### src/hdl/assert_macros.svh
// assertion macros shared by the binomial table rtl
// expects clk_i and rst_ni in the scope of each use
`ifndef ASSERT_MACROS_SVH
`define ASSERT_MACROS_SVH

// condition implies consequence in the same cycle
`define BMPF_ASSERT_IMP(lbl, ante, cons) \
  lbl: assert property (@(posedge clk_i) disable iff (!rst_ni) (ante) |-> (cons)) \
    else $error("assertion failed");

// condition implies consequence in the next cycle
`define BMPF_ASSERT_NXT(lbl, ante, cons) \
  lbl: assert property (@(posedge clk_i) disable iff (!rst_ni) (ante) |=> (cons)) \
    else $error("assertion failed");

`endif

### src/hdl/bmpf_pkg.sv
// types and constants of the binomial coefficient table block
// no dependencies
`timescale 1ns / 1ps

package bmpf_pkg;

  localparam int unsigned MOD_W = 31;
  localparam int unsigned IDX_W = 20;
  localparam int unsigned STAT_W = 2;
  localparam logic [MOD_W-1:0] MODULUS_RESET = 31'd1000000007;

  localparam logic [STAT_W-1:0] STATUS_OK        = 2'd0;
  localparam logic [STAT_W-1:0] STATUS_RANGE     = 2'd1;
  localparam logic [STAT_W-1:0] STATUS_NOT_BUILT = 2'd2;

  localparam logic KIND_BUILD = 1'b0;
  localparam logic KIND_QUERY = 1'b1;

  typedef enum logic [12:0] {
    ST_IDLE  = 13'b0000000000001,
    ST_B_MUL = 13'b0000000000010,
    ST_Q_RNK = 13'b0000000000100,
    ST_Q_RK  = 13'b0000000001000,
    ST_Q_CK  = 13'b0000000010000,
    ST_Q_DEN = 13'b0000000100000,
    ST_Q_TOP = 13'b0000001000000,
    ST_P_STP = 13'b0000010000000,
    ST_P_ACC = 13'b0000100000000,
    ST_P_SQR = 13'b0001000000000,
    ST_Q_FIN = 13'b0010000000000,
    ST_DONE  = 13'b0100000000000,
    ST_SPARE = 13'b1000000000000
  } state_e;

  typedef struct packed {
    logic             start;
    logic [MOD_W-1:0] a;
    logic [MOD_W-1:0] b;
  } mul_req_t;

  typedef struct packed {
    logic             busy;
    logic             done;
    logic [MOD_W-1:0] result;
  } mul_rsp_t;

endpackage

### src/hdl/bmpf_modmul.sv
// modular multiplier: one registered product, then a bit-serial remainder
// depends on bmpf_pkg
`timescale 1ns / 1ps

module bmpf_modmul (
  input  logic                        clk_i,
  input  logic                        rst_ni,
  input  logic [bmpf_pkg::MOD_W-1:0]  modulus_i,
  input  bmpf_pkg::mul_req_t          req_i,
  output bmpf_pkg::mul_rsp_t          rsp_o
);

  localparam int unsigned PW = 2 * bmpf_pkg::MOD_W;

  logic [PW-1:0]                prod_q, prod_d;
  logic [bmpf_pkg::MOD_W-1:0]   rem_q, rem_d;
  logic [5:0]                   cnt_q, cnt_d;
  logic                         busy_q, busy_d;
  logic                         done_q, done_d;
  logic [bmpf_pkg::MOD_W:0]     trial;

  always_comb begin
    prod_d = prod_q;
    rem_d  = rem_q;
    cnt_d  = cnt_q;
    busy_d = busy_q;
    done_d = 1'b0;
    trial  = {rem_q, prod_q[PW-1]};
    if (req_i.start) begin
      prod_d = PW'(req_i.a) * PW'(req_i.b);
      rem_d  = '0;
      cnt_d  = 6'(PW);
      busy_d = 1'b1;
    end else if (busy_q) begin
      // shift in one product bit, subtract once to stay below the modulus
      if (trial >= {1'b0, modulus_i}) begin
        trial = trial - {1'b0, modulus_i};
      end
      rem_d  = trial[bmpf_pkg::MOD_W-1:0];
      prod_d = {prod_q[PW-2:0], 1'b0};
      cnt_d  = cnt_q - 6'd1;
      if (cnt_q == 6'd1) begin
        busy_d = 1'b0;
        done_d = 1'b1;
      end
    end
  end

  always_ff @(posedge clk_i or negedge rst_ni) begin
    if (!rst_ni) begin
      busy_q <= 1'b0;
      done_q <= 1'b0;
      cnt_q  <= '0;
    end else begin
      busy_q <= busy_d;
      done_q <= done_d;
      cnt_q  <= cnt_d;
    end
  end

  always_ff @(posedge clk_i) begin
    prod_q <= prod_d;
    rem_q  <= rem_d;
  end

  assign rsp_o.busy   = busy_q;
  assign rsp_o.done   = done_q;
  assign rsp_o.result = (modulus_i < 31'd2) ? '0 : rem_q;

endmodule

### config.mk
export PLATFORM = sky130hd
export DESIGN_NAME = bmpf_modmul
export DESIGN_NICKNAME = d
export VERILOG_FILES = /design/src/hdl/assert_macros.svh /design/src/hdl/bmpf_pkg.sv /design/src/hdl/bmpf_modmul.sv
export SDC_FILE = /design/constraint.sdc
export NUM_CORES = 2
export LEC_CHECK = 0
export BUFFER_PORTS_ARGS = -buffer_cell sky130_fd_sc_hd__buf_2
export CAP_MARGIN = 10
export CELL_PAD_IN_SITES_DETAIL_PLACEMENT = 2
export CELL_PAD_IN_SITES_GLOBAL_PLACEMENT = 2
export CORE_UTILIZATION = 25
export DETAILED_ROUTE_END_ITERATION = 6
export PLACE_DENSITY_LB_ADDON = 0.3
export RECOVER_POWER = 50
export REMOVE_ABC_BUFFERS = 1
export SLEW_MARGIN = 20
export SYNTH_ARGS = -nofsm -noshare
export SYNTH_HDL_FRONTEND = slang
export SYNTH_SLANG_ARGS = --single-unit
### constraint.sdc
create_clock -name clk_i -period 9.6 [get_ports clk_i]
set_clock_uncertainty 0.05 [all_clocks]
set_input_delay 0.48 -clock clk_i [delete_from_list [all_inputs] [get_ports clk_i]]
set_output_delay 0.48 -clock clk_i [all_outputs]
set_load 0.01 [all_outputs]
# Word-level counts from Yosys, hierarchy flattened
# Cells that the tools add are included.
# totals
inputBits,96
register_bits,101
wordCells,24
# classes
eq_ne,1
order_cmp,2
mux,12
n_reduce_logical,1
n_mul,1
n_addsub,2
# op_table
op,count
two-way mux 62 bit,2
multiplier 31 x 31 -> 62 bit,1
two-way mux 31 bit,2
>= comparator 32 x 31 -> 1 bit,1
< comparator 31 x 2 -> 1 bit (second input constant),1
subtractor 31 bit,1
two-way mux 6 bit,2
equality test 6 x 1 -> 1 bit (second input constant),1
two-way mux 1 bit,6
subtractor 6 x 1 -> 6 bit (second input constant),1
nonzero test 2 bit,1

# Logic depth before layout (Yosys ltp)
# logic_depth
word_depth,4
depth_mapped,29
depth_no_buf,27

# Worst setup path after synthesis
# OpenSTA, ideal clock, no wires.
# synth_path
path_type,input -> register
startpoint,input req_i[9] in the netlist's numbering
endpoint,"register prod_q[55], data pin"
path_slack_ns,1.903
path_buffers,1
cell_stages,24
setup_time_ns,0.260
t_required_ns,9.290
arrival_ns,7.387
cell_sequence,clkbuf_1 > and2_1 > fa_1 > fa_1 > inv_1 > fa_1 > fa_1 > inv_1 > fa_1 > fa_1 > fa_1 > fa_1 > ha_1 > nand3_1 > nor3_1 > nand2_1 > a211oi_1 > o2111ai_1 > a2111oi_0 > o21ai_0 > nand2b_1 > a31oi_1 > xnor2_1 > mux2_2
# synth_between
elab_chain_cells,2
# synth_rtl
element,line,text
start: declaration,bmpf_modmul.sv:9,"input bmpf_pkg::mul_req_t req_i,"
multiplier 31 x 31 -> 62 bit,bmpf_modmul.sv:30,prod_d = PW'(req_i.a) * PW'(req_i.b);
two-way mux 62 bit,bmpf_modmul.sv:29,if (req_i.start) begin
net prod_d[55],bmpf_modmul.sv:15,"logic [PW-1:0] prod_q, prod_d;"
end signal: assignment,bmpf_modmul.sv:62,prod_q <= prod_d;
end: declaration,bmpf_modmul.sv:15,
# The timed path passes the listed nets, and every way through them passes these cells.
# A chain may end at the register's enable or synchronous reset.

# Worst setup path in the final report
# layout_path
startpoint,input req_i[43] in the netlist's numbering
endpoint,"register prod_q[59], data pin"
# The elaborated chain is that of the path after synthesis.

==> metrics.json <==
{
  "fp.dieW": {"value": 388, "unit": "µm"},
  "initialDrtViolationCount": {"value": 897},
  "post_drt_via_cell_ratio": {"value": 4.50},
  "grt_util_all_layers": {"value": 15.8, "unit": "%"},
  "wire_length_of_the_first_global_routing_pass": {"value": 188, "unit": "mm"},
  "grt_max_degree": {"value": 66},
  "crit_type": {"value": "in2reg"},
  "detailedRoute.firstPassIterationCount": {"value": 5},
  "yosysTopAreaCellShare": {"value": 45.0, "unit": "%"},
  "critPathSlowestCell": {"value": "sky130_fd_sc_hd__buf_2"},
  "tritoncts.num_buffers": {"value": 9},
  "clk_transition_reported_paths": {"value": 0.09, "unit": "ns"},
  "post_synth_xor_area_fraction": {"value": 2.04, "unit": "%"},
  "totalNegativeSetupSlack": {"value": 0, "unit": "ns"},
  "drcViolationCount": {"value": 0},
  "fmax": {"value": 115, "unit": "MHz"},
  "finalSetupViolations": {"value": 0},
  "cts_sinks": {"value": 101},
  "finalCriticalPeriod": {"value": 8.73, "unit": "ns"},
  "place.gp.congestion": {"value": 0.797},
  "yosys_most_used_dff": {"value": "sky130_fd_sc_hd__edfxtp_1"},
  "synth.lib_cells_used.distinct": {"value": 73},
  "failed_checks": {"value": "max-capacitance violations, max-slew violations"},
  "synth_area_leader_cell": {"value": "sky130_fd_sc_hd__fa_1"},
  "path_common_cell": {"value": "sky130_fd_sc_hd__fa_1"},
  "grt_antenna_before_repair": {"value": 1},
  "dp.final_hpwl": {"value": 99.4, "unit": "mm"},
  "fill_cells": {"value": 16700},
  "initial_utilization": {"value": 25.2, "unit": "%"},
  "floorplan.die_area": {"value": 151000, "unit": "µm²"},
  "unrepaired_setup_endpoints_after_global_routing": {"value": "false"},
  "bufs_on_longest_clock_path": {"value": 2},
  "max_stage_delay": {"value": 0.62, "unit": "ns"},
  "synthMostInstantiatedCell": {"value": "sky130_fd_sc_hd__fa_1"},
  "synth_fa_ha_area_share": {"value": 54.6, "unit": "%"},
  "cts_setup_buffers": {"value": 0},
  "grt_pass1_vias": {"value": 31800},
  "cp.buffers_inverters": {"value": 4},
  "outcome": {"value": "finished with violations"},
  "ctsResizeCount": {"value": 0},
  "dpl-instance-area": {"value": 39800, "unit": "µm²"},
  "cts_max_level": {"value": 3},
  "number_of_top_level_pins": {"value": 129},
  "fp-row-count": {"value": 141},
  "post_synthesis_sequential_element_count": {"value": 101},
  "cts-hold-fix-buffers": {"value": 1},
  "netlist_top_cells_area": {"value": "sky130_fd_sc_hd__fa_1 (45%), sky130_fd_sc_hd__ha_1 (9.7%), sky130_fd_sc_hd__and2_1 (8.4%)"},
  "drt.antenna.violating_nets": {"value": 0},
  "layout-drive-gt1-share": {"value": 5.99, "unit": "%"},
  "final_hold_vios": {"value": 0},
  "die_extent_in_y": {"value": 388, "unit": "µm"},
  "ys_async_sr_fraction": {"value": 7.92, "unit": "%"},
  "synth_cells": {"value": 4063},
  "synth-warning-count": {"value": 0},
  "wl_per_cell": {"value": 19.5, "unit": "µm"},
  "worst_setup_path_start_kind": {"value": "primary input"},
  "routed-via-count": {"value": 26700},
  "worst_skew_pair.late_latency": {"value": 0.38, "unit": "ns"},
  "totalWireLength": {"value": 116, "unit": "mm"},
  "worst-slew-pin-transition": {"value": 3.49, "unit": "ns"},
  "final_area": {"value": 40100, "unit": "µm²"},
  "worst_ep_arrival_time": {"value": 8.81, "unit": "ns"},
  "cts_tree": {"value": "done"},
  "synth-simple-area-share": {"value": 17.3, "unit": "%"},
  "critical_path.endpoint_type": {"value": "flip-flop"},
  "critical-path-top-delay-family": {"value": "adder cells"},
  "dominant_combinational_cell_family_by_area_after_synthesis": {"value": "adder cells"},
  "synth_seq_area_share": {"value": 7.19, "unit": "%"},
  "globalRouteOverflowTotal": {"value": 0},
  "number_of_synthesized_flops_with_an_enable_pin": {"value": 62},
  "cp.required": {"value": 9.69, "unit": "ns"},
  "post_synth.cell_area_avg": {"value": 9.18, "unit": "µm²"},
  "timing.final.crit_share": {"value": 90.9, "unit": "%"},
  "clock-root-buffer": {"value": "sky130_fd_sc_hd__clkbuf_16"},
  "final_report_max_slew_violation_count": {"value": 161},
  "synthToLayoutAreaGrowth": {"value": 7.37, "unit": "%"},
  "mappedNetlistArea": {"value": 37300, "unit": "µm²"},
  "ys_top_cells_by_count": {"value": "sky130_fd_sc_hd__fa_1 (838), sky130_fd_sc_hd__inv_1 (816), sky130_fd_sc_hd__nand2_1 (534)"},
  "synth_mux_area_share": {"value": 1.79, "unit": "%"},
  "slew_headroom": {"value": -132, "unit": "%"},
  "max-cap-violations": {"value": 3},
  "critical_path.max_fanout": {"value": 31},
  "io_buffer_count": {"value": 128},
  "design.core.area": {"value": 148000, "unit": "µm²"},
  "num-nets-final": {"value": 5225},
  "compound_gate_portion_of_the_synthesized_area": {"value": 6.39, "unit": "%"},
  "hold_crit_path_type": {"value": "reg2reg"}
}
==> metrics by stage <==
stage          setup slack, ns  hold slack (ns)  cells  utilization (%)
2_1_floorplan             2.08            0.134   3818                -
3_3_place_gp             0.618            0.293   5921             26.9
3_5_place_dp             0.489            0.295   5921             26.9
4_1_cts                  0.827            0.480   5938             27.1
5_1_grt                  0.496            0.505   5938             27.1
6_report                 0.874            0.477   5939             27.1
==> cell families after synthesis <==
logic type	count (synthesis)
flip-flops	101
multiplexers	60
XOR/XNOR	87
AND/OR/NAND/NOR	1281
buffers and inverters	1061
adder cells (fa/ha/maj)	1126
AO/OA/AOI/OAI	347
==> area by class of cell <==
cell class	instances	area (µm²)	share of cell area, %
Inverter	816	3060	7.64
Clock inverter	7	91.3	0.228
Antenna cell	1	2.50	0.00625
Sequential cell	101	2680	6.70
Multi-Input combinational cell	2901	30600	76.5
Clock buffer	9	225	0.562
Timing Repair Buffer	174	952	2.38
Tap cell	1930	2410	6.03
==> cells in the final DEF, fill, tap and decap left out, types with 31 or more instances in the layout <==
master / synthesis / final
sky130_fd_sc_hd__a21oi_1: 107 / 107
sky130_fd_sc_hd__buf_2: 8 / 105
sky130_fd_sc_hd__xnor2_1: 55 / 55
sky130_fd_sc_hd__o21ai_0: 43 / 43
sky130_fd_sc_hd__buf_4: 2 / 43
sky130_fd_sc_hd__and2_1: 504 / 502
sky130_fd_sc_hd__mux2_2: 54 / 54
sky130_fd_sc_hd__nor2_1: 92 / 91
sky130_fd_sc_hd__ha_1: 288 / 288
sky130_fd_sc_hd__xor2_1: 32 / 32
sky130_fd_sc_hd__nor2b_1: 49 / 49
sky130_fd_sc_hd__a21o_1: 46 / 46
sky130_fd_sc_hd__fa_1: 838 / 838
sky130_fd_sc_hd__inv_1: 816 / 815
sky130_fd_sc_hd__dfxtp_1: 31 / 31
sky130_fd_sc_hd__nand2_1: 534 / 534
sky130_fd_sc_hd__edfxtp_1: 62 / 62
==> worst paths after layout <==
| check | from | end | depth (start not counted) | slack [ns] |
|---|---|---|---|---|
| hold / removal | rem_q[30] | rem_q[30] | 2 | 0.48 |
| max in group asynchronous | rst_ni | busy_q | 2 | 8.57 |
| min in group asynchronous | rst_ni | cnt_q[2] | 2 | 0.59 |
| hold reg to reg | rem_q[30] | rem_q[30] | 2 | 0.48 |
| setup / recovery | req_i[43] | prod_q[59] | 25 | 0.87 |
| setup reg to reg | busy_q | prod_q[3] | 4 | 3.55 |
==> layer usage <==
metal,global-route usage [%],up-vias,wire [µm]
met5,0,-,0
met4,2.03,0,1240
met3,0.989,72,2320
met2,27.1,260,55700
met1,22.3,14300,56300
li1,-,12100,-
==> worst register-to-register path: stages (launching register included) <==
cell and delay, ns:
sky130_fd_sc_hd__dfrtp_2 0.34, sky130_fd_sc_hd__clkbuf_1 2.08, sky130_fd_sc_hd__nor2_1 0.48, sky130_fd_sc_hd__clkinv_1 0.12, sky130_fd_sc_hd__clkbuf_1 2.45
==> registers in the layout, summed over array words and instances, names as in the netlist <==
signal  cells
rem_q      31
done_q      1
busy_q      1
cnt_q       6
prod_q     62
Power is left out: the tool's default activity adds up to more than one toggle a clock period on the data nets, which glitch-free logic cannot reach.
